## src/design/cbm_pkg.sv

```systemverilog
// -----------------------------------------------------------------------------
// Cartridge bank mapper package
// Types and decode constants shared by the mapper modules and the testbench.
// -----------------------------------------------------------------------------
`default_nettype none

package cbm_pkg;

   typedef enum logic [1:0] {
      ACT_NONE   = 2'd0,
      ACT_PRG    = 2'd1,
      ACT_CHR    = 2'd2,
      ACT_MIRROR = 2'd3
   } cbm_action_type;

   typedef enum logic {
      CMD_WRITE = 1'b0,
      CMD_TICK  = 1'b1
   } cbm_command_type;

   typedef struct packed {
      cbm_action_type action;
      logic           prg_window;
      logic [7:0]     prg_bank;
      logic [2:0]     chr_slot;
      logic [11:0]    chr_page;
      logic           chr_is_ram;
      logic [1:0]     mirroring;
      logic           irq_pulse;
   } cbm_rsp_type;

   localparam logic [3:0]  TOP_PRG_LOW   = 4'h8;
   localparam logic [3:0]  TOP_PRG_HIGH  = 4'hA;
   localparam logic [3:0]  TOP_CHR_FIRST = 4'hB;
   localparam logic [3:0]  TOP_CHR_LAST  = 4'hE;

   localparam logic [15:0] DEC_MASK      = 16'hF00C;
   localparam logic [15:0] DEC_MIRROR    = 16'h9000;
   localparam logic [15:0] DEC_LATCH_LO  = 16'hF000;
   localparam logic [15:0] DEC_LATCH_HI  = 16'hF004;
   localparam logic [15:0] DEC_IRQ_CTRL  = 16'hF008;
   localparam logic [15:0] DEC_IRQ_ACK   = 16'hF00C;

   localparam logic [7:0]  COUNT_MAX     = 8'hFF;
   localparam logic [11:0] PAGE_RAM_LO   = 12'd4;
   localparam logic [11:0] PAGE_RAM_HI   = 12'd5;

endpackage

`default_nettype wire

```

## src/design/cbm_req_if.sv

```systemverilog
// -----------------------------------------------------------------------------
// Mapper request channel
// Valid/ready channel carrying one bus write or scanline tick per beat.
// -----------------------------------------------------------------------------
`default_nettype none

interface cbm_req_if;
   logic        valid;
   logic        ready;
   logic        command;
   logic [15:0] address;
   logic [7:0]  value;

   modport source (output valid, output command, output address, output value,
                   input ready);
   modport sink   (input valid, input command, input address, input value,
                   output ready);
endinterface

`default_nettype wire

```

## src/design/cbm_rsp_if.sv

```systemverilog
// -----------------------------------------------------------------------------
// Mapper response channel
// Valid/ready channel carrying one mapping event per beat.
// -----------------------------------------------------------------------------
`default_nettype none

interface cbm_rsp_if;
   logic        valid;
   logic        ready;
   logic [1:0]  action;
   logic        prg_window;
   logic [7:0]  prg_bank;
   logic [2:0]  chr_slot;
   logic [11:0] chr_page;
   logic        chr_is_ram;
   logic [1:0]  mirroring;
   logic        irq_pulse;

   modport source (output valid, output action, output prg_window, output prg_bank,
                   output chr_slot, output chr_page, output chr_is_ram,
                   output mirroring, output irq_pulse, input ready);
   modport sink   (input valid, input action, input prg_window, input prg_bank,
                   input chr_slot, input chr_page, input chr_is_ram,
                   input mirroring, input irq_pulse, output ready);
endinterface

`default_nettype wire

```

## src/design/cbm_regs.sv

```systemverilog
// -----------------------------------------------------------------------------
// Mapper register file and decode
// Decodes one beat, updates the bank and IRQ registers and forms the result.
// -----------------------------------------------------------------------------
`default_nettype none

module cbm_regs (
   input  wire logic          clock,
   input  wire logic          reset,
   input  wire logic          strobe,
   input  wire logic          command,
   input  wire logic [15:0]   address,
   input  wire logic [7:0]    value,
   output cbm_pkg::cbm_rsp_type result
);
   import cbm_pkg::*;

   logic [7:0] chr_bank_ff [8];
   logic [7:0] chr_bank_in;
   logic       chr_we;
   logic [7:0] latch_ff, latch_in;
   logic [7:0] count_ff, count_in;
   logic       enabled_ff, enabled_in;
   logic       rearm_ff, rearm_in;

   logic [3:0]  top;
   logic [15:0] dec;
   logic [1:0]  slot_diff;
   logic [2:0]  slot;

   assign top       = address[15:12];
   assign dec       = address & DEC_MASK;
   assign slot_diff = 2'(top - TOP_CHR_FIRST);
   assign slot      = {slot_diff, address[3]};

   always_comb begin
      result      = '0;
      chr_bank_in = chr_bank_ff[slot];
      chr_we      = 1'b0;
      latch_in    = latch_ff;
      count_in    = count_ff;
      enabled_in  = enabled_ff;
      rearm_in    = rearm_ff;
      priority if (command == CMD_TICK) begin
         if (enabled_ff) begin
            if (count_ff == COUNT_MAX) begin
               count_in         = latch_ff;
               enabled_in       = rearm_ff;
               result.irq_pulse = 1'b1;
            end else begin
               count_in = count_ff + 8'd1;
            end
         end
      end else if (top == TOP_PRG_LOW || top == TOP_PRG_HIGH) begin
         result.action     = ACT_PRG;
         result.prg_window = (top == TOP_PRG_HIGH);
         result.prg_bank   = value;
      end else if (dec == DEC_MIRROR) begin
         result.action    = ACT_MIRROR;
         result.mirroring = value[1:0];
      end else if (top >= TOP_CHR_FIRST && top <= TOP_CHR_LAST) begin
         chr_we          = 1'b1;
         result.action   = ACT_CHR;
         result.chr_slot = slot;
         if (!address[2]) begin
            chr_bank_in     = {chr_bank_ff[slot][7:4], value[3:0]};
            result.chr_page = {4'd0, chr_bank_in};
         end else begin
            chr_bank_in     = {value[3:0], chr_bank_ff[slot][3:0]};
            result.chr_page = {value[7:4], chr_bank_in};
         end
         result.chr_is_ram = (result.chr_page == PAGE_RAM_LO) ||
                             (result.chr_page == PAGE_RAM_HI);
      end else begin
         unique case (dec)
            DEC_LATCH_LO: latch_in = {latch_ff[7:4], value[3:0]};
            DEC_LATCH_HI: latch_in = {value[3:0], latch_ff[3:0]};
            DEC_IRQ_CTRL: begin
               enabled_in = value[1];
               rearm_in   = value[0];
               count_in   = latch_ff;
            end
            DEC_IRQ_ACK:  enabled_in = rearm_ff;
            default:      ;
         endcase
      end
   end

   always_ff @(posedge clock) begin
      if (reset) begin
         for (int i = 0; i < 8; i++) begin
            chr_bank_ff[i] <= '0;
         end
         latch_ff   <= '0;
         count_ff   <= '0;
         enabled_ff <= 1'b0;
         rearm_ff   <= 1'b0;
      end else if (strobe) begin
         if (chr_we) begin
            chr_bank_ff[slot] <= chr_bank_in;
         end
         latch_ff   <= latch_in;
         count_ff   <= count_in;
         enabled_ff <= enabled_in;
         rearm_ff   <= rearm_in;
      end
   end

endmodule

`default_nettype wire

```

## src/design/cartridge_bank_mapper_irq.sv

```systemverilog
// -----------------------------------------------------------------------------
// Cartridge bank mapper with scanline IRQ
// Every request beat, bus write or scanline tick, yields exactly one response
// beat. A new request can be accepted in every cycle; the registers update
// in the cycle of acceptance, and the result sits in a response register
// backed by a one-entry skid register, so req_bus.ready drops only when both
// hold results the consumer has not taken.
// -----------------------------------------------------------------------------
`default_nettype none

module cartridge_bank_mapper_irq (
   input  wire logic clock,
   input  wire logic reset,
   cbm_req_if.sink   req_bus,
   cbm_rsp_if.source rsp_bus
);
   import cbm_pkg::*;

   cbm_rsp_type result;
   cbm_rsp_type out_ff, out_in;
   cbm_rsp_type skid_ff, skid_in;
   logic        out_valid_ff, out_valid_in;
   logic        skid_valid_ff, skid_valid_in;
   logic        accept;
   logic        out_free;

   assign req_bus.ready = !skid_valid_ff;
   assign accept        = req_bus.valid && !skid_valid_ff;
   assign out_free      = !out_valid_ff || rsp_bus.ready;

   cbm_regs u_regs (
      .clock   (clock),
      .reset   (reset),
      .strobe  (accept),
      .command (req_bus.command),
      .address (req_bus.address),
      .value   (req_bus.value),
      .result  (result)
   );

   always_comb begin
      out_in        = out_ff;
      out_valid_in  = out_valid_ff;
      skid_in       = skid_ff;
      skid_valid_in = skid_valid_ff;
      if (out_free) begin
         if (skid_valid_ff) begin
            out_in        = skid_ff;
            out_valid_in  = 1'b1;
            skid_valid_in = 1'b0;
         end else begin
            out_in       = result;
            out_valid_in = accept;
         end
      end else if (accept) begin
         skid_in       = result;
         skid_valid_in = 1'b1;
      end
   end

   always_ff @(posedge clock) begin
      if (reset) begin
         out_valid_ff  <= 1'b0;
         skid_valid_ff <= 1'b0;
      end else begin
         out_valid_ff  <= out_valid_in;
         skid_valid_ff <= skid_valid_in;
      end
   end

   always_ff @(posedge clock) begin
      out_ff  <= out_in;
      skid_ff <= skid_in;
   end

   assign rsp_bus.valid      = out_valid_ff;
   assign rsp_bus.action     = out_ff.action;
   assign rsp_bus.prg_window = out_ff.prg_window;
   assign rsp_bus.prg_bank   = out_ff.prg_bank;
   assign rsp_bus.chr_slot   = out_ff.chr_slot;
   assign rsp_bus.chr_page   = out_ff.chr_page;
   assign rsp_bus.chr_is_ram = out_ff.chr_is_ram;
   assign rsp_bus.mirroring  = out_ff.mirroring;
   assign rsp_bus.irq_pulse  = out_ff.irq_pulse;

endmodule

`default_nettype wire

```

## src/flat_wrapper.sv

```systemverilog
// flat-port wrapper written by rule: the top's interface ports become plain ports
module cartridge_bank_mapper_irq_flat import cbm_pkg::*;
  (clock, reset, req_bus_valid, req_bus_command, req_bus_address, req_bus_value, req_bus_ready, rsp_bus_valid, rsp_bus_action, rsp_bus_prg_window, rsp_bus_prg_bank, rsp_bus_chr_slot, rsp_bus_chr_page, rsp_bus_chr_is_ram, rsp_bus_mirroring, rsp_bus_irq_pulse, rsp_bus_ready);
  cbm_req_if req_bus_i ();
  cbm_rsp_if rsp_bus_i ();
  input  wire logic clock;
  input  wire logic reset;
  input wire logic [$bits(req_bus_i.valid)-1:0] req_bus_valid;
  input wire logic [$bits(req_bus_i.command)-1:0] req_bus_command;
  input wire logic [$bits(req_bus_i.address)-1:0] req_bus_address;
  input wire logic [$bits(req_bus_i.value)-1:0] req_bus_value;
  output wire logic [$bits(req_bus_i.ready)-1:0] req_bus_ready;
  output wire logic [$bits(rsp_bus_i.valid)-1:0] rsp_bus_valid;
  output wire logic [$bits(rsp_bus_i.action)-1:0] rsp_bus_action;
  output wire logic [$bits(rsp_bus_i.prg_window)-1:0] rsp_bus_prg_window;
  output wire logic [$bits(rsp_bus_i.prg_bank)-1:0] rsp_bus_prg_bank;
  output wire logic [$bits(rsp_bus_i.chr_slot)-1:0] rsp_bus_chr_slot;
  output wire logic [$bits(rsp_bus_i.chr_page)-1:0] rsp_bus_chr_page;
  output wire logic [$bits(rsp_bus_i.chr_is_ram)-1:0] rsp_bus_chr_is_ram;
  output wire logic [$bits(rsp_bus_i.mirroring)-1:0] rsp_bus_mirroring;
  output wire logic [$bits(rsp_bus_i.irq_pulse)-1:0] rsp_bus_irq_pulse;
  input wire logic [$bits(rsp_bus_i.ready)-1:0] rsp_bus_ready;
  assign req_bus_i.valid = req_bus_valid;
  assign req_bus_i.command = req_bus_command;
  assign req_bus_i.address = req_bus_address;
  assign req_bus_i.value = req_bus_value;
  assign req_bus_ready = req_bus_i.ready;
  assign rsp_bus_valid = rsp_bus_i.valid;
  assign rsp_bus_action = rsp_bus_i.action;
  assign rsp_bus_prg_window = rsp_bus_i.prg_window;
  assign rsp_bus_prg_bank = rsp_bus_i.prg_bank;
  assign rsp_bus_chr_slot = rsp_bus_i.chr_slot;
  assign rsp_bus_chr_page = rsp_bus_i.chr_page;
  assign rsp_bus_chr_is_ram = rsp_bus_i.chr_is_ram;
  assign rsp_bus_mirroring = rsp_bus_i.mirroring;
  assign rsp_bus_irq_pulse = rsp_bus_i.irq_pulse;
  assign rsp_bus_i.ready = rsp_bus_ready;
  cartridge_bank_mapper_irq u_core (.clock(clock), .reset(reset), .req_bus(req_bus_i), .rsp_bus(rsp_bus_i));
endmodule
```

## config.mk

```make
export PLATFORM = sky130hd
export DESIGN_NAME = cartridge_bank_mapper_irq_flat
export DESIGN_NICKNAME = d
export VERILOG_FILES = /design/src/design/cbm_pkg.sv /design/src/design/cbm_req_if.sv /design/src/design/cbm_rsp_if.sv /design/src/design/cbm_regs.sv /design/src/design/cartridge_bank_mapper_irq.sv /design/src/flat_wrapper.sv
export SDC_FILE = /design/constraint.sdc
export NUM_CORES = 1
export LEC_CHECK = 0
export ABC_CLOCK_PERIOD_IN_PS = 3800
export BUFFER_PORTS_ARGS = -buffer_cell sky130_fd_sc_hd__buf_2
export CORE_UTILIZATION = 59
export CTS_CLUSTER_DIAMETER = 80
export DETAILED_ROUTE_END_ITERATION = 8
export PLACE_DENSITY = 0.79
export SKIP_CTS_REPAIR_TIMING = 1
export SYNTH_ARGS = -nofsm -noshare
export SYNTH_HDL_FRONTEND = slang
export SYNTH_SLANG_ARGS = --single-unit
```

## constraint.sdc

```tcl
create_clock -name clock -period 3.8 [get_ports clock]
set_clock_uncertainty 0.15 [all_clocks]
set_input_delay 0 -clock clock [delete_from_list [all_inputs] [get_ports clock]]
set_output_delay 0 -clock clock [all_outputs]
set_load 0.005 [all_outputs]
```

==> reports/qor.csv <==
metric;value;unit
core box area;0.0110;mm^2
count of vias placed by the detailed router;4628;
number of violations reported at the end of detailed-routing iteration 0;463;
average instance area after synthesis;13.1;um^2
achievable frequency;378;MHz
RR Endpoint;u_core.u_regs.chr_bank_ff[5][5]$_SDFFCE_PN0P_;
hold wc startpoint;req_bus_address[12];
run status;finished with violations;
deepest clock path buffer count;2;
P&R area growth vs syn;16.4;%
DRT antenna net count;0;
final-layout worst hold slack;0.00606;ns
weighted congestion reported at the end of routability-driven placement;0.854;
combinational share of power;8.5;%
Final Hold Vio Count;0;
synthesis warning total;0;
Clock Sink Count;144;
clock power share;44.6;%
power share of the sequential group;46.9;%
wire length reported by the detailed router;15000;um
area share of the largest cell type after synthesis;54.7;%
worst setup path class;in2reg;
antenna diode instance count;0;
number of I/O port buffers;50;
DRC violations left;1;
Mapped Cells;521;
internal cell power;2930;uW
most common library cells after synthesis;124 x edfxtp_1, 84 x nor2_1, 32 x nand2_1;
Detail Placement HPWL;9890;um
mean routed wirelength per cell;20.3;um
depth of the worst register-to-register path;4;
switching part of the total power;23.3;%
top-count cell post-synth;edfxtp_1;
final count of pins violating max slew;0;
Clock transition at path regs;0.06;ns
combined global-route utilization of all metal layers;26.7;%
worst hold endpoint;u_core.skid_ff[17]$_DFFE_PP_;
via count of the first global-routing pass;4498;
Post-Place Setup Slack;0.862;ns
launching point of the worst reg2reg path;u_core.skid_valid_ff$_SDFFE_PP0P_;
number of detailed-routing iterations run before antenna repair;7;
CP Capture Type;flip-flop;
final critical-path share of the clock period;69.7;%
number of buffers inserted during clock tree synthesis;17;
placed cell count;696;
Initial Util;61.8;%
vias per cell;6.25;
total grt overflow;0;
Die Y-Extent;109;um
CTS tree;yes;
Worst VDD drop;0.000300;V
net switching power;888;uW
startpoint class of the critical path;input pin;
area enclosed by the die boundary;0.0120;mm^2
power per unit of standard cell area;481;mW/mm^2
DIE WIDTH;109;um
fraction of final layout cells sized beyond drive strength 1;25.0;%
unique cell type count in the Yosys netlist;63;
Synth Register Bits;144;
post-route non-filler standard cell count;741;
Final Net Count;622;
failing checks;DRC;
largest fanout on the critical path;14;
async set-reset flop share out of synthesis;0;%
worst hold path stage count;3;
antenna violations before repair;0;
clock root buffer;clkbuf_16;
global-route wire length before repair;23400;um
sequential cell area;0.00412;mm^2
insertion delay of the later-clocked pin in the worst-skew pair;0.42;ns
number of failing setup endpoints in the final timing report;0;
pin count of the biggest net entering global routing;34;
final worst-path setup slack;1.15;ns
Post-synth top flop;edfxtp_1;
register-to-register setup slack;1.30;ns
number of placed I/O pins;61;
combined area of the multi-input logic cells;0.00251;mm^2
time the worst path needs with I/O delays and setup;2.65;ns
aggregate negative setup slack;0;ns
Worst EP arrival;2.65;ns
synthesized area;0.00681;mm^2
unrepaired setup endpoints after global routing;false;
number of fill cells in the layout;731;
largest cells by area after synthesis;edfxtp_1 55%, dfxtp_1 5.9%, nor2_1 4.6%, mux2_2 4.1%, mux4_1 3.5%;
Slew Limit Headroom;46.6;%
Crit path required time;3.80;ns
Synth area leader;edfxtp_1;
num rows;38;
number of enable flip-flop cells after synthesis;124;
standby leakage power;0.00300;uW
path class of the lowest-slack min-delay path;in2reg;
number of max-cap violations;0;
worst-margin pin slew;0.779;ns
sequential fraction of the synthesis area;60.5;%
depth of the CTS H-tree;4;
net count after synthesis;555;
[power groups by stage]
stage / combinational, uW / clock [uW] / sequential (uW)
2_1_floorplan: 204 / 0 / 1820
3_3_place_gp: 300 / 0 / 1820
3_5_place_dp: 309 / 0 / 1820
4_1_cts: 312 / 1710 / 1790
5_1_grt: 349 / 1780 / 1800
6_report: 324 / 1700 / 1790
[how the worst max path moves through the flow]
stage                                       from                                            end  slack, ns  depth (start not counted)
6_report                         req_bus_command  u_core.u_regs.chr_bank_ff[4][3]$_SDFFCE_PN0P_       1.15                          7
5_1_grt                          req_bus_command  u_core.u_regs.chr_bank_ff[6][3]$_SDFFCE_PN0P_       1.03                          7
4_1_cts                      req_bus_address[12]  u_core.u_regs.chr_bank_ff[5][3]$_SDFFCE_PN0P_       1.29                          8
3_5_place_dp                 req_bus_address[12]  u_core.u_regs.chr_bank_ff[7][7]$_SDFFCE_PN0P_       0.86                          8
3_3_place_gp                 req_bus_address[12]  u_core.u_regs.chr_bank_ff[5][2]$_SDFFCE_PN0P_       0.90                          8
2_1_floorplan  u_core.rsp_bus.valid$_SDFFE_PP0P_                    u_core.skid_ff[0]$_DFFE_PP_       0.79                          2
[stage by stage]
step / total power [uW] / util [%] / cell area [um^2]
after floorplan: 2030 / - / 6810
after global placement: 2120 / 65.2 / 7190
after detailed placement: 2130 / 65.2 / 7190
after CTS: 3810 / 70.7 / 7800
after global routing: 3920 / 71.9 / 7930
final: 3820 / 71.9 / 7930
[cell usage in the layout, fill, tap and decap left out, types with 3 or more instances in the layout]
| cell type | n |
|---|---|
| edfxtp_1 | 124 |
| nor2_1 | 83 |
| buf_2 | 50 |
| nand2_1 | 32 |
| mux2_2 | 25 |
| a21oi_1 | 22 |
| dfxtp_1 | 20 |
| clkbuf_16 | 17 |
| o31ai_1 | 16 |
| and2_1 | 14 |
| nand4_1 | 14 |
| dlygate4sd3_1 | 13 |
| buf_4 | 12 |
| inv_1 | 10 |
| mux2i_1 | 10 |
| nand3_1 | 9 |
| mux4_1 | 9 |
| o21ai_0 | 9 |
| and3_1 | 8 |
| nand2b_1 | 5 |
| mux4_2 | 5 |
| nor3_1 | 5 |
| or3_1 | 5 |
| nor4_1 | 5 |
| ha_1 | 5 |
| inv_6 | 5 |
| nor2b_1 | 4 |
| mux2i_2 | 4 |
| clkinvlp_4 | 4 |
| mux2i_4 | 3 |
| nor3b_1 | 3 |
| bufinv_16 | 3 |
[cells by family after synthesis]
family                   after synthesis  synth area share [%]
multiplexers                          58                  13.0
flip-flops                           144                  60.5
AO/OA/AOI/OAI                         73                  7.60
AND/OR/NAND/NOR                      203                  15.3
adder cells (fa/ha/maj)                5                 0.918
buffers and inverters                 38                  2.63
[sequential cells by signal, indices dropped and copies added (netlist names)]
signal                     cells
u_core.rsp_bus.action          2
u_core.rsp_bus.chr_is_ram      1
u_core.rsp_bus.chr_page       12
u_core.rsp_bus.chr_slot        3
u_core.rsp_bus.irq_pulse       1
u_core.rsp_bus.mirroring       2
u_core.rsp_bus.prg_bank        8
u_core.rsp_bus.prg_window      1
u_core.rsp_bus.valid           1
u_core.skid_ff                30
u_core.skid_valid_ff           1
u_core.u_regs.chr_bank_ff     64
u_core.u_regs.count_ff         8
u_core.u_regs.enabled_ff       1
u_core.u_regs.latch_ff         8
u_core.u_regs.rearm_ff         1
[routing by layer]
layer | GRT usage [%] | up-vias | wire length, um
met5 | 0 | - | 0
met4 | 11.8 | 0 | 296
met3 | 6.16 | 30 | 1100
met2 | 43.8 | 197 | 7570
met1 | 34.1 | 2275 | 6070
li1 | - | 2126 | -
[layout make-up]
type                    instances  share of cell area, %
flip-flops and latches        144                   52.0
clock inverters                15                   2.29
multi-input cells             339                   31.7
well taps                     140                   2.21
inverters                      11                  0.521
clock buffers                  17                   5.37
repair buffers                 75                   5.93
[critical path: stages]
cell           delay (ns)
dlygate4sd3_1        0.54
buf_2                0.19
inv_1                0.40
o21ai_2              0.27
nor4_4               0.56
mux2i_2              0.60
nor2_1               0.09
(Power assumes the default switching activity.)
